`src/rtl/core/afpms_pkg.sv`:
```
package afpms_pkg;

   localparam int unsigned DATA_W = 32;
   localparam int unsigned TIME_W = 31;

   // register indexes on the control port
   localparam logic [2:0] REG_MASS      = 3'd0;
   localparam logic [2:0] REG_DAMPING   = 3'd1;
   localparam logic [2:0] REG_STIFFNESS = 3'd2;
   localparam logic [2:0] REG_FORCE_T0  = 3'd3;
   localparam logic [2:0] REG_CONST_MODE = 3'd4;
   localparam logic [2:0] REG_PLATE_ACC = 3'd5;
   localparam logic [2:0] REG_IMPACT_T  = 3'd6;

   localparam logic signed [31:0] MASS_RESET = 32'sd65536;

   localparam logic signed [63:0] SAT_HI = 64'sd2147483647;
   localparam logic signed [63:0] SAT_LO = -64'sd2147483648;
   localparam logic signed [63:0] Q_LIM  = 64'sd70368744177664;

   typedef enum logic [3:0] {
      ST_IDLE,
      ST_MUL_HH,
      ST_MUL_HD,
      ST_HB,
      ST_DIV_AVG,
      ST_MUL_HK,
      ST_C1,
      ST_MUL_C1,
      ST_MUL_C2,
      ST_NUM,
      ST_DIV_NEXT,
      ST_DIV_VEL,
      ST_DIV_Q,
      ST_DIV_ACC,
      ST_MUL_VT,
      ST_OUT
   } state_type;

   function automatic logic signed [31:0] sat32(input logic signed [63:0] v);
      logic signed [31:0] r;
      if (v > SAT_HI) r = 32'sh7fffffff;
      else if (v < SAT_LO) r = 32'sh80000000;
      else r = v[31:0];
      return r;
   endfunction

   // halve, rounding toward zero
   function automatic logic signed [63:0] half_tz(input logic signed [63:0] v);
      logic signed [63:0] t;
      t = v + {63'd0, v[63]};
      return t >>> 1;
   endfunction

endpackage

```
`src/rtl/core/afpms_div.sv`:
```
module afpms_div (
   input  logic               clock,
   input  logic               reset,
   input  logic               start,
   input  logic signed [63:0] dividend,
   input  logic signed [63:0] divisor,
   output logic               done,
   output logic signed [63:0] quotient
);
   import afpms_pkg::*;

   logic        busy_ff, busy_in;
   logic        done_ff, done_in;
   logic [5:0]  cnt_ff, cnt_in;
   logic        neg_ff, neg_in;
   logic [64:0] rem_ff, rem_in;
   logic [63:0] quo_ff, quo_in;
   logic [63:0] dvs_ff, dvs_in;
   logic [64:0] trial;

   // one quotient bit a cycle, magnitudes only, sign fixed at the end
   always_comb begin
      busy_in = busy_ff;
      done_in = 1'b0;
      cnt_in  = cnt_ff;
      neg_in  = neg_ff;
      rem_in  = rem_ff;
      quo_in  = quo_ff;
      dvs_in  = dvs_ff;
      trial   = {rem_ff[63:0], quo_ff[63]};
      if (start) begin
         busy_in = 1'b1;
         cnt_in  = '0;
         rem_in  = '0;
         neg_in  = dividend[63] ^ divisor[63];
         quo_in  = dividend[63] ? 64'(-dividend) : 64'(dividend);
         dvs_in  = divisor[63] ? 64'(-divisor) : 64'(divisor);
      end else if (busy_ff) begin
         if (trial >= {1'b0, dvs_ff}) begin
            rem_in = trial - {1'b0, dvs_ff};
            quo_in = {quo_ff[62:0], 1'b1};
         end else begin
            rem_in = trial;
            quo_in = {quo_ff[62:0], 1'b0};
         end
         cnt_in = cnt_ff + 6'd1;
         if (cnt_ff == 6'd63) begin
            busy_in = 1'b0;
            done_in = 1'b1;
         end
      end
   end

   always_ff @(posedge clock) begin
      if (reset) begin
         busy_ff <= 1'b0;
         done_ff <= 1'b0;
         cnt_ff  <= '0;
      end else begin
         busy_ff <= busy_in;
         done_ff <= done_in;
         cnt_ff  <= cnt_in;
      end
      neg_ff <= neg_in;
      rem_ff <= rem_in;
      quo_ff <= quo_in;
      dvs_ff <= dvs_in;
   end

   assign done     = done_ff;
   assign quotient = neg_ff ? -$signed(quo_ff) : $signed(quo_ff);

endmodule

```
`config.mk`:
```
export PLATFORM = sky130hd
export DESIGN_NAME = afpms_div
export DESIGN_NICKNAME = d
export VERILOG_FILES = /design/src/rtl/core/afpms_pkg.sv /design/src/rtl/core/afpms_div.sv
export SDC_FILE = /design/constraint.sdc
export NUM_CORES = 1
export LEC_CHECK = 0
export BUFFER_PORTS_ARGS = -buffer_cell sky130_fd_sc_hd__buf_4
export CORE_UTILIZATION = 30
export DETAILED_ROUTE_END_ITERATION = 12
export HOLD_SLACK_MARGIN = 0.08
export PLACE_DENSITY = 0.51
export SYNTH_ARGS = -nofsm -noshare
export SYNTH_HDL_FRONTEND = slang
export SYNTH_SLANG_ARGS = --single-unit
```
`constraint.sdc`:
```
create_clock -name clock -period 12 [get_ports clock]
set_input_delay 2.4 -clock clock [delete_from_list [all_inputs] [get_ports clock]]
set_output_delay 2.4 -clock clock [all_outputs]
set_load 0.01 [all_outputs]
```
### Word level (Yosys, flattened, before mapping)

Index checks and enable logic that the tools add are counted.

| word-level totals | value |
|---|---|
| output and inout port bits | 65 |
| word-level logic and storage cells | 31 |
| input bits | 131 |
| flip-flop bits (word level) | 201 |

| cells by class | value |
|---|---|
| reductions and logical operators | 3 |
| order comparisons | 1 |
| add/subtract/negate cells | 5 |
| multiplexer cells | 11 |
| eq/ne operators | 1 |
| bitwise logic cells | 2 |

Operators with widths:

| kind | number |
|---|---|
| two-way mux 64 bit | 5 |
| negation 64 bit | 3 |
| >= comparator 65 x 64 -> 1 bit | 1 |
| subtractor 64 bit | 1 |
| two-way mux 63 bit | 1 |
| adder 6 x 1 -> 6 bit (second input constant) | 1 |
| == test 6 bit (second input constant) | 1 |
| two-way mux 1 bit | 5 |
| OR reduction 3 bit | 1 |
| nonzero test 2 bit | 1 |
| OR reduction 2 bit | 1 |
| inverter 1 bit | 1 |
| XOR 1 bit | 1 |

### Logic depth before layout (Yosys ltp)

Gate-level depths: netlist of run 1.

| logic depth | value |
|---|---|
| depth in word-level cells | 4 |
| gate-level depth with buffers | 15 |
| mapped depth without buffers | 13 |

### Least setup slack after synthesis of run 1

No wires, ideal clock.

| timing path | value |
|---|---|
| path type | register to output |
| from | reg quo_ff[25] |
| to | out quotient[63] |
| required time | 9.600 ns |
| stages on the path, launching flop included | 11 |
| setup slack | 6.111 ns |
| arrival time | 3.489 ns |
| path buffers | 1 |
| path through | edfxtp_1 -> or4_4 -> or4b_1 -> or2_1 -> or4_4 -> or2_4 -> or3_1 -> buf_2 -> or2_4 -> o41ai_4 -> xnor2_1 |

| between the ends | value |
|---|---|
| longest elaborated chain between the ends | 2 |

RTL lines:

| item | RTL line | RTL |
|---|---|---|
| from (decl) | afpms_div.sv:17 | `logic [63:0] quo_ff, quo_in;` |
| from (signal assigned) | afpms_div.sv:66 | `quo_ff <= quo_in;` |
| negation 64 bit | afpms_div.sv:71 | `assign quotient = neg_ff ? -$signed(quo_ff) : $signed(quo_ff);` |
| two-way mux 64 bit | afpms_div.sv:71 |  |
| to (decl) | afpms_div.sv:8 | `output logic signed [63:0] quotient` |

No other way between the ends.

### Final worst setup path of run 1

| timing path | value |
|---|---|
| from | reg quo_ff[0] |
| to | out quotient[60] |

Same word-level chain as after synthesis.

==> results of run 1 <==
==> power by group through the flow <==
stage | clock, mW | sequential (mW) | combinational, mW
2_1_floorplan | 0 | 0.869 | 0.486
3_3_place_gp | 0 | 0.888 | 0.727
3_5_place_dp | 0 | 0.890 | 0.730
4_1_cts | 0.787 | 0.875 | 0.733
5_1_grt | 0.811 | 0.885 | 0.810
6_report | 0.758 | 0.876 | 0.730
==> worst min-delay path by stage <==
stage	end	cells after the start
3_3_place_gp	rem_ff[63]	2
3_5_place_dp	rem_ff[4]	2
6_report	rem_ff[4]	2
4_1_cts	rem_ff[4]	2
2_1_floorplan	rem_ff[60]	2
5_1_grt	rem_ff[20]	2
==> sequential cells by signal, summed over array words and instances, names as in the netlist <==
| signal | count |
|---|---|
| busy_ff | 1 |
| cnt_ff | 6 |
| done | 1 |
| dvs_ff | 64 |
| neg_ff | 1 |
| quo_ff | 64 |
| rem_ff | 64 |
==> layer usage <==
layer / share of wire [%] / up-vias
met5: 0.090 / -
met4: 2.5 / 6
met3: 5.3 / 75
met2: 46 / 332
met1: 46 / 6518
li1: - / 7033
==> worst reg2reg max path: stages, from the launching register on <==
cell and delay, ns:
edfxtp_1 0.36, inv_1 0.10, ha_1 0.29, a21o_1 0.20, a21oi_1 0.23, a211oi_1 0.14, nor3_1 0.70, a21o_1 0.24
a21oi_1 0.09, or2_2 0.37, a21oi_4 0.57, buf_4 0.55, nand2_1 0.13, a311oi_1 0.30
==> cells by family (layout without fill, tap and decap cells) <==
kind of cell / Yosys count / count (layout) / share of synthesized area (%)
compound gates: 535 / 535 / 22.31
xor+xnor: 244 / 244 / 13.68
fa+ha+maj: 69 / 69 / 5.575
buf+inv: 191 / 350 / 4.630
flops: 201 / 201 / 34.02
mux: 19 / 19 / 1.233
simple gates: 597 / 597 / 18.54
==> cells in the final DEF (no fill, tap or decap), types with 11 or more instances in the layout <==
cell type | Yosys | final
nand2_1 | 199 | 198
a311oi_1 | 36 | 36
nor2_1 | 156 | 155
o31ai_1 | 59 | 59
nor3_1 | 22 | 22
or3_1 | 47 | 47
dfxtp_1 | 72 | 71
o21bai_1 | 18 | 18
or4_1 | 21 | 21
nand3_1 | 30 | 30
xnor2_1 | 159 | 159
nand2b_1 | 20 | 20
ha_1 | 68 | 68
inv_1 | 97 | 96
and3_1 | 12 | 12
o41ai_1 | 24 | 24
nand4_1 | 23 | 23
mux2i_1 | 17 | 17
a21o_1 | 35 | 35
a21oi_1 | 155 | 154
a211oi_1 | 11 | 11
edfxtp_1 | 129 | 129
xor2_1 | 85 | 85
buf_4 | 1 | 204
clkbuf_16 | 0 | 28
o21ai_0 | 122 | 122
==> layout make-up <==
type / count / area (um^2) / area share [%]
clock buffers: 32 / 715.7 / 3.868
clock inverters: 16 / 112.6 / 0.6086
inverters: 97 / 364.1 / 1.968
multi-input cells: 1464 / 9599 / 51.88
flip-flops and latches: 201 / 5316 / 28.73
well taps: 680 / 850.8 / 4.598
repair buffers: 205 / 1545 / 8.351
==> results by group, run 1 <==
Logic synthesis
  • Post-synthesis sequential area ratio: about a third
  • Top-count cell post-synth: nand2_1
  • Synth cell count leaders: nand2_1, xnor2_1, nor2_1, a21oi_1, edfxtp_1
  • Cell variety after synth: 77
  • Synth Net Count: roughly 2100
  • Main synth FF type: edfxtp_1
  • Synthesis Warnings: 0
  • Cell Area, Synth: roughly 0.016 mm^2
  • Post-synthesis async set-or-reset flop share: 0%
  • Top-area cell type share of the netlist area: roughly a quarter
  • Yosys top cell by area: edfxtp_1
  • Mapped Avg Cell Area: ~8.4 um^2
  • EDFF count, synth: 129
  • Synthesized instance count: about 1900
  • Ranking of synthesized cells by area: edfxtp_1, dfxtp_1, xnor2_1
  • FF+latch count, synth: 201

Cells and area
  • Share of cells above drive strength 1: between 10% and 20%
  • Finished Layout Cells: around 2700
  • Nets@finish: 2195
  • Final instance area: 0.01850 mm^2
  • Final core utilization: 36.00%
  • Filler instances: 5366
  • ANT cells: 0
  • Area growth, synth to finish: 18.45%

Clock tree
  • Resized cells post-CTS: 0
  • CTS sink cnt: 201
  • Number of H-tree levels: 1
  • Hold buffers post-CTS: 0
  • Num CTS Buffers: 26
  • CTS Buffer Depth: 3
  • Post-CTS Setup Inserts: 0
  • Clock root buffer: clkbuf_16
  • CTS tree: built
  • Worst-Skew Late Latency: roughly 0.55 ns
  • Reg clk slew, reported paths: 0.06 ns

Place
  • Placed cell area: 0.01768 mm^2
  • # placed instances: 2647
  • Hpwl dp: 34.76 mm
  • Gpl congestion: a little under 0.9
  • Placement Setup Slack: 5.588 ns
  • Port bufs: 195

Job
  • Max Cap Viol: 0

Floorplan
  • Core outline area: around 0.051 mm^2
  • Initial Utilization: a little under a third
  • Full die area: 0.05299 mm^2
  • # rows: 83
  • Ports: 196
  • Die W: 230.2 um
  • Die Y: ~230 um

Hold path
  • Worst Hold Class: flip-flop to flip-flop
  • Hold_sp: rem_ff[4]

Setup path
  • Crit-path max FO: 6
  • CP startpoint kind: flip-flop
  • CP top delay family: simple AND/OR/NAND/NOR gates
  • R2R Path End: rem_ff[43]
  • Critical Path End Type: primary output
  • CP max stage delay: ~0.52 ns
  • Worst Path Arrival: 4.58 ns
  • Critical-path cell list: inv_1 > ha_1 > or4b_1 > nor4b_1 > nand3_1 > or4_1 > or4_1 > or2_1 > nor3_1 > nand2_1 > o21ai_0 > xnor2_1 > buf_4
  • Stages on worst setup path: 13
  • Worst r2r path cells: 13
  • CP max stage cell: or4_1
  • Critical path endpoint: quotient[60]
  • Reg2reg setup slack: between 7 and 8 ns
  • Buf+Inv Stages, Crit Path: 2
  • Crit Path Class: flip-flop to primary output
  • Critical path data required time: between 9 and 10 ns
  • Worst r2r src: dvs_ff[3]
  • Worst Setup SP: quo_ff[0]
  • CP dominant cell by count: or4_1

Global routing
  • GR Util met2: 28.27%
  • Initial antenna violation count: 3
  • Gr busiest metal: met2
  • Total track usage: 16.85%
  • First-pass GRT wire length: 72.79 mm
  • Vias in the first global route: about 13000
  • M3 GR Usage: 2.381%
  • Global Route met1 Usage: 22.33%
  • Largest net degree at the start of global routing: 99
  • GRT overflow: 0

Timing
  • Fin crit share: approximately 58%
  • Worst Skew: 0.01321 ns
  • Min Tclk post-route: 6.978 ns
  • Worst Tran Pin Value: just under 1 ns
  • Setup_tns: 0 ns
  • Worst rel slew slack: 34.88%
  • Final Hold Vio Count: 0
  • Fmax: 143.3 MHz
  • Post-route setup slack: about 5 ns
  • RSZ-0062 raised after global routing: false
  • Final hold slack: 0.4834 ns
  • Slew Limit Fails: 0
  • Final Setup Violations: 0

Drt
  • Antenna violation net count after detailed routing: 0
  • First-pass DRT Iterations: 5
  • Final WL: 45.81 mm
  • DR iter-0 viols: 761
  • # DRC: 0
  • Vias after detailed routing: 13960
  • Vias per cell: 5.181
  • Avg WL per Cell: 17.00 um

Power and ir drop
  • Logic pwr share: 30.9%
  • Leak pwr: 7.150 nW
  • Sequential Power Share: 37.1%
  • PwrDens: 127.7 mW/mm^2
  • Pint: 1.574 mW
  • Clk pwr share: 32.1%
  • Total power: 2.363 mW
  • Peak supply drop: approximately 0.087 mV
  • NetSw: 0.7890 mW
  • Switching Fraction: 33.40%

Status
  • Status: finished clean
Power figures use the tool's default switching activity.
==> run 2: changes to the inputs <==
- clock period: 12 -> 6.8 ns (I/O delays scaled with it)
==> run 2 against run 1 <==
  * Die area stayed put
  * Power is 77% higher
  * Sequential share of layout area hardly changed
  * Largest cell class unchanged
  * Largest power group unchanged
  * Highest routed layer unchanged
==> results by group, run 2 (synthesis gave the netlist of run 1 again) <==
Setup path
  • Crit-path max FO: 6
  • Crit Path Class: flip-flop to primary output
  • Critical path data required time: 5.44 ns
  • CP startpoint kind: flip-flop
  • Worst Path Arrival: 4.55 ns
  • Critical Path End Type: primary output

Power and ir drop
  • Switching Fraction: between 30% and 40%
  • Logic pwr share: ~31%
  • Peak supply drop: 0.1558 mV
  • NetSw: between 1 and 1.5 mW
  • Sequential Power Share: 36.9%
  • PwrDens: 225.5 mW/mm^2
  • Leak pwr: around 7.1 nW
  • Clk pwr share: 32.0%
  • Total power: roughly 4.2 mW
  • Pint: between 2 and 3 mW

Clock tree
  • Hold buffers post-CTS: 0
  • CTS sink cnt: 201
  • Resized cells post-CTS: 0
  • CTS tree: built
  • Number of H-tree levels: 1
  • Clock root buffer: clkbuf_16
  • Post-CTS Setup Inserts: 0
  • Reg clk slew, reported paths: 0.05 ns
  • CTS Buffer Depth: 3
  • Num CTS Buffers: 26
  • Worst-Skew Late Latency: 0.55 ns

Place
  • Placement Setup Slack: ~1.4 ns
  • Port bufs: 195
  • Gpl congestion: 0.8875
  • Hpwl dp: 34.80 mm

Timing
  • Worst Skew: 0.01196 ns
  • Setup_tns: 0 ns
  • Fmax: 169.3 MHz
  • Worst rel slew slack: 21.43%
  • Final hold slack: 0.4820 ns
  • Worst Tran Pin Value: between 1 and 1.5 ns
  • Fin crit share: between 80% and 90%
  • Min Tclk post-route: just under 6 ns
  • Final Setup Violations: 0
  • Slew Limit Fails: 0
  • RSZ-0062 raised after global routing: false
  • Post-route setup slack: 0.8937 ns
  • Final Hold Vio Count: 0

Floorplan
  • # rows: 83
  • Core outline area: 0.05141 mm^2
  • Initial Utilization: 30.39%
  • Die Y: 230.2 um
  • Ports: 196
  • Full die area: 0.05299 mm^2
  • Die W: 230.2 um

Hold path
  • Worst Hold Class: flip-flop to flip-flop

Cells and area
  • Nets@finish: around 2200
  • Area growth, synth to finish: 18.47%
  • Commonest non-fill, non-tap cell in the layout: buf_4
  • Largest registers: dvs_ff x64, quo_ff x64, rem_ff x64
  • Most frequent cells in the layout: buf_4, nand2_1, xnor2_1, nor2_1, a21oi_1
  • Filler instances: approximately 5300
  • ANT cells: 0
  • Share of cells above drive strength 1: 13.95%

Drt
  • Avg WL per Cell: around 17 um
  • Antenna violation net count after detailed routing: 0
  • DR iter-0 viols: about 870
  • Vias after detailed routing: 14090
  • Final WL: 45.84 mm
  • Vias per cell: about 5.2
  • First-pass DRT Iterations: 7
  • # DRC: 0

Global routing
  • Initial antenna violation count: 2
  • First-pass GRT wire length: 72.53 mm
  • Vias in the first global route: 13580
  • GRT overflow: 0
  • Largest net degree at the start of global routing: 97
  • Total track usage: 16.78%

Job
  • Max Cap Viol: 0

Status
  • Status: finished clean
-- run 2: per-stage QoR --
step / instances / instance area [um^2] / util, %
after floorplan: 1856 / 15620 / -
after global placement: 2647 / 17680 / 34.38
after detailed placement: 2647 / 17680 / 34.38
after CTS: 2694 / 18510 / 36.00
after global routing: 2694 / 18510 / 36.00
final: 2694 / 18510 / 36.00
-- run 2: cell type report --
type	count	area, um^2	area share [%]
Multi-Input combinational cell	1464	9599	51.87
Tap cell	680	850.8	4.597
Sequential cell	201	5316	28.73
Clock inverter	15	137.6	0.7437
Timing Repair Buffer	205	1545	8.350
Clock buffer	32	693.2	3.746
Inverter	97	364.1	1.967
-- run 2: path summary, 6_finish.rpt --
check	to	slack, ns	cells past startpoint	start
min reg2reg	rem_ff[60]	0.48	2	rem_ff[60]
min	rem_ff[60]	0.48	2	rem_ff[60]
max reg2reg	rem_ff[24]	2.23	13	dvs_ff[3]
max	quotient[60]	0.89	13	quo_ff[0]
-- run 2: power by group through the flow --
stage | clock network [mW] | registers, mW | logic (mW)
floorplan | 0 | 1.53 | 0.858
global placement | 0 | 1.56 | 1.29
detailed placement | 0 | 1.57 | 1.29
CTS | 1.38 | 1.54 | 1.30
global route | 1.43 | 1.56 | 1.44
finish | 1.34 | 1.54 | 1.29
-- run 2: per-layer routing --
metal	routed length (um)	part of all wire [%]	GRT usage (%)	vias up
li1	-	-	-	7042
met1	20980	46	21.92	6627
met2	21170	46	28.23	334
met3	2353	5.1	2.753	78
met4	1302	2.8	4.967	4
met5	28	0.061	0	-
-- run 2: worst max-delay path, stage by stage, from the launching register on --
cell and delay (ns):
edfxtp_1 0.45, inv_1 0.09, ha_1 0.18, or4b_1 0.50, nor4b_1 0.43, nand3_1 0.21
or4_1 0.52, or4_1 0.49, or2_1 0.30, nor3_1 0.17, nand2_1 0.11, o21ai_0 0.26
xnor2_1 0.15, buf_4 0.14
==> run 3: changes to the inputs <==
==> constraint.sdc (replaced) <==
create_clock -name clock -period 6.8 [get_ports clock]
set_input_delay 0.68 -clock clock [delete_from_list [all_inputs] [get_ports clock]]
set_output_delay 0.68 -clock clock [all_outputs]
set_load 0.01 [all_outputs]
==> run 3 against run 2 <==
  * Die area unchanged
  * Cell area increased by 0.28%
  * First-iteration DRC count decreased by 5.3%
  * Largest cell class unchanged
  * Non-clock buffer count unchanged
  * Wire length increased by 0.80%
  * Highest routed layer unchanged
==> results by group, run 3 (synthesis gave the netlist of run 1 again) <==
Status
  • Status: finished clean

Timing
  • Final Setup Violations: 0
  • Final Hold Vio Count: 0
  • Fin crit share: 76.96%
  • Worst rel slew slack: roughly a fifth
  • Worst Tran Pin Value: 1.191 ns
  • Min Tclk post-route: about 5.2 ns
  • Fmax: 191.1 MHz
  • Setup_tns: 0 ns
  • RSZ-0062 raised after global routing: false
  • Worst Skew: 0.008865 ns
  • Slew Limit Fails: 0

Drt
  • First-pass DRT Iterations: 5
  • Final WL: 46.20 mm
  • Avg WL per Cell: roughly 17 um
  • Vias after detailed routing: 14100
  • Antenna violation net count after detailed routing: 0
  • DR iter-0 viols: 825
  • Vias per cell: 5.231
  • # DRC: 0

Clock tree
  • Worst-Skew Late Latency: 0.54 ns
  • Number of H-tree levels: 1
  • Clock root buffer: clkbuf_16
  • Hold buffers post-CTS: 0
  • Num CTS Buffers: 26
  • Post-CTS Setup Inserts: 0
  • Reg clk slew, reported paths: around 0.06 ns
  • Resized cells post-CTS: 0
  • CTS Buffer Depth: 3
  • CTS tree: built
  • CTS sink cnt: 201

Setup path
  • Crit Path Class: flip-flop to primary output
  • Critical path data required time: between 6 and 7 ns
  • Crit-path max FO: 6
  • Critical Path End Type: primary output
  • CP startpoint kind: flip-flop
  • Worst Path Arrival: 4.55 ns

Floorplan
  • # rows: just over 80
  • Die Y: 230.2 um
  • Initial Utilization: 30.39%
  • Full die area: about 0.053 mm^2
  • Ports: 196
  • Core outline area: 0.05141 mm^2
  • Die W: between 200 and 250 um

Cells and area
  • Largest registers: dvs_ff x64, quo_ff x64, rem_ff x64
  • Commonest non-fill, non-tap cell in the layout: buf_4
  • Share of cells above drive strength 1: 13.95%
  • Most frequent cells in the layout: buf_4, nand2_1, xnor2_1, nor2_1, a21oi_1
  • Nets@finish: 2195
  • Area growth, synth to finish: 18.80%

Power and ir drop
  • Peak supply drop: around 0.18 mV
  • Total power: 4.245 mW
  • PwrDens: 228.7 mW/mm^2
  • Leak pwr: about 7.2 nW

Place
  • Gpl congestion: ~0.88
  • Hpwl dp: 34.65 mm
  • Port bufs: 195

Global routing
  • Total track usage: 16.90%
  • GRT overflow: 0
  • First-pass GRT wire length: 73.06 mm
  • Vias in the first global route: 13490
  • Largest net degree at the start of global routing: 97
  • Initial antenna violation count: 2

Hold path
  • Worst Hold Class: input pin to flip-flop

Job
  • Max Cap Viol: 0
==> run 3: cell types whose count changed in the layout (fill, tap and decap cells not counted) <==
| cell | previous run | this run |
|---|---|---|
| clkinv_8 | 1 | 0 |
| clkbuf_8 | 3 | 8 |
| clkbuf_1 | 4 | 6 |
| clkbuf_16 | 26 | 27 |
| clkinv_2 | 4 | 1 |
| clkinvlp_4 | 3 | 0 |
| diode_2 | 0 | 1 |
| clkinv_4 | 0 | 1 |
| clkinv_1 | 5 | 3 |
==> run 3: layout make-up <==
cell class	count	area (um^2)
multi-input cells	1464	9599
inverters	97	364.1
clock buffers	40	794.5
flip-flops and latches	201	5316
clock inverters	7	85.08
diodes	1	2.502
well taps	680	850.8
fillers	5339	32850
repair buffers	205	1545
==> run 3: power breakdown <==
group / internal, mW / switching [mW]
Sequential: 1.44 / 0.0990
Clock: 0.872 / 0.534
Combinational: 0.550 / 0.745
Total: 2.87 / 1.38
==> run 3: routing by layer <==
| metal | track usage (%) | vias to the layer above | part of all wire, % | wire [um] |
|---|---|---|---|---|
| li1 | - | 7027 | - | - |
| met1 | 22.57 | 6679 | 47 | 21680 |
| met2 | 28.54 | 325 | 46 | 21430 |
| met3 | 2.530 | 62 | 4.8 | 2195 |
| met4 | 3.849 | 4 | 1.9 | 865 |
| met5 | 0 | - | 0.063 | 29 |
==> run 3: worst max-delay path, stage by stage, from the launching register on <==
cell	delay, ns
edfxtp_1	0.43
inv_1	0.08
ha_1	0.17
or4b_1	0.51
nor4b_1	0.45
nand3_1	0.21
or4_1	0.53
or4_1	0.49
or2_1	0.31
nor3_1	0.16
nand2_1	0.12
o31ai_1	0.25
xnor2_1	0.15
buf_4	0.14
==> run 3: stage by stage <==
| stage | util, % | instances | hold slack [ns] | instance area [um^2] | setup WS (ns) |
|---|---|---|---|---|---|
| 6_report | 36.10 | 2695 | 0.2949 | 18560 | 1.567 |
| 3_5_place_dp | 34.38 | 2647 | 0.4754 | 17680 | 2.160 |
| 5_1_grt | 36.10 | 2694 | 0.2673 | 18560 | 1.138 |
| 2_1_floorplan | - | 1856 | 0.4447 | 15620 | 2.631 |
| 4_1_cts | 36.10 | 2694 | 0.2572 | 18560 | 1.552 |
| 3_3_place_gp | 34.38 | 2647 | 0.4647 | 17680 | 2.202 |
==> run 3: final timing paths <==
path | startpoint | end | slack [ns] | depth (start not counted)
max reg2reg | dvs_ff[1] | rem_ff[33] | 2.26 | 13
min | reset | busy_ff | 0.29 | 2
min reg2reg | rem_ff[42] | rem_ff[42] | 0.48 | 2
max | quo_ff[0] | quotient[58] | 1.57 | 13
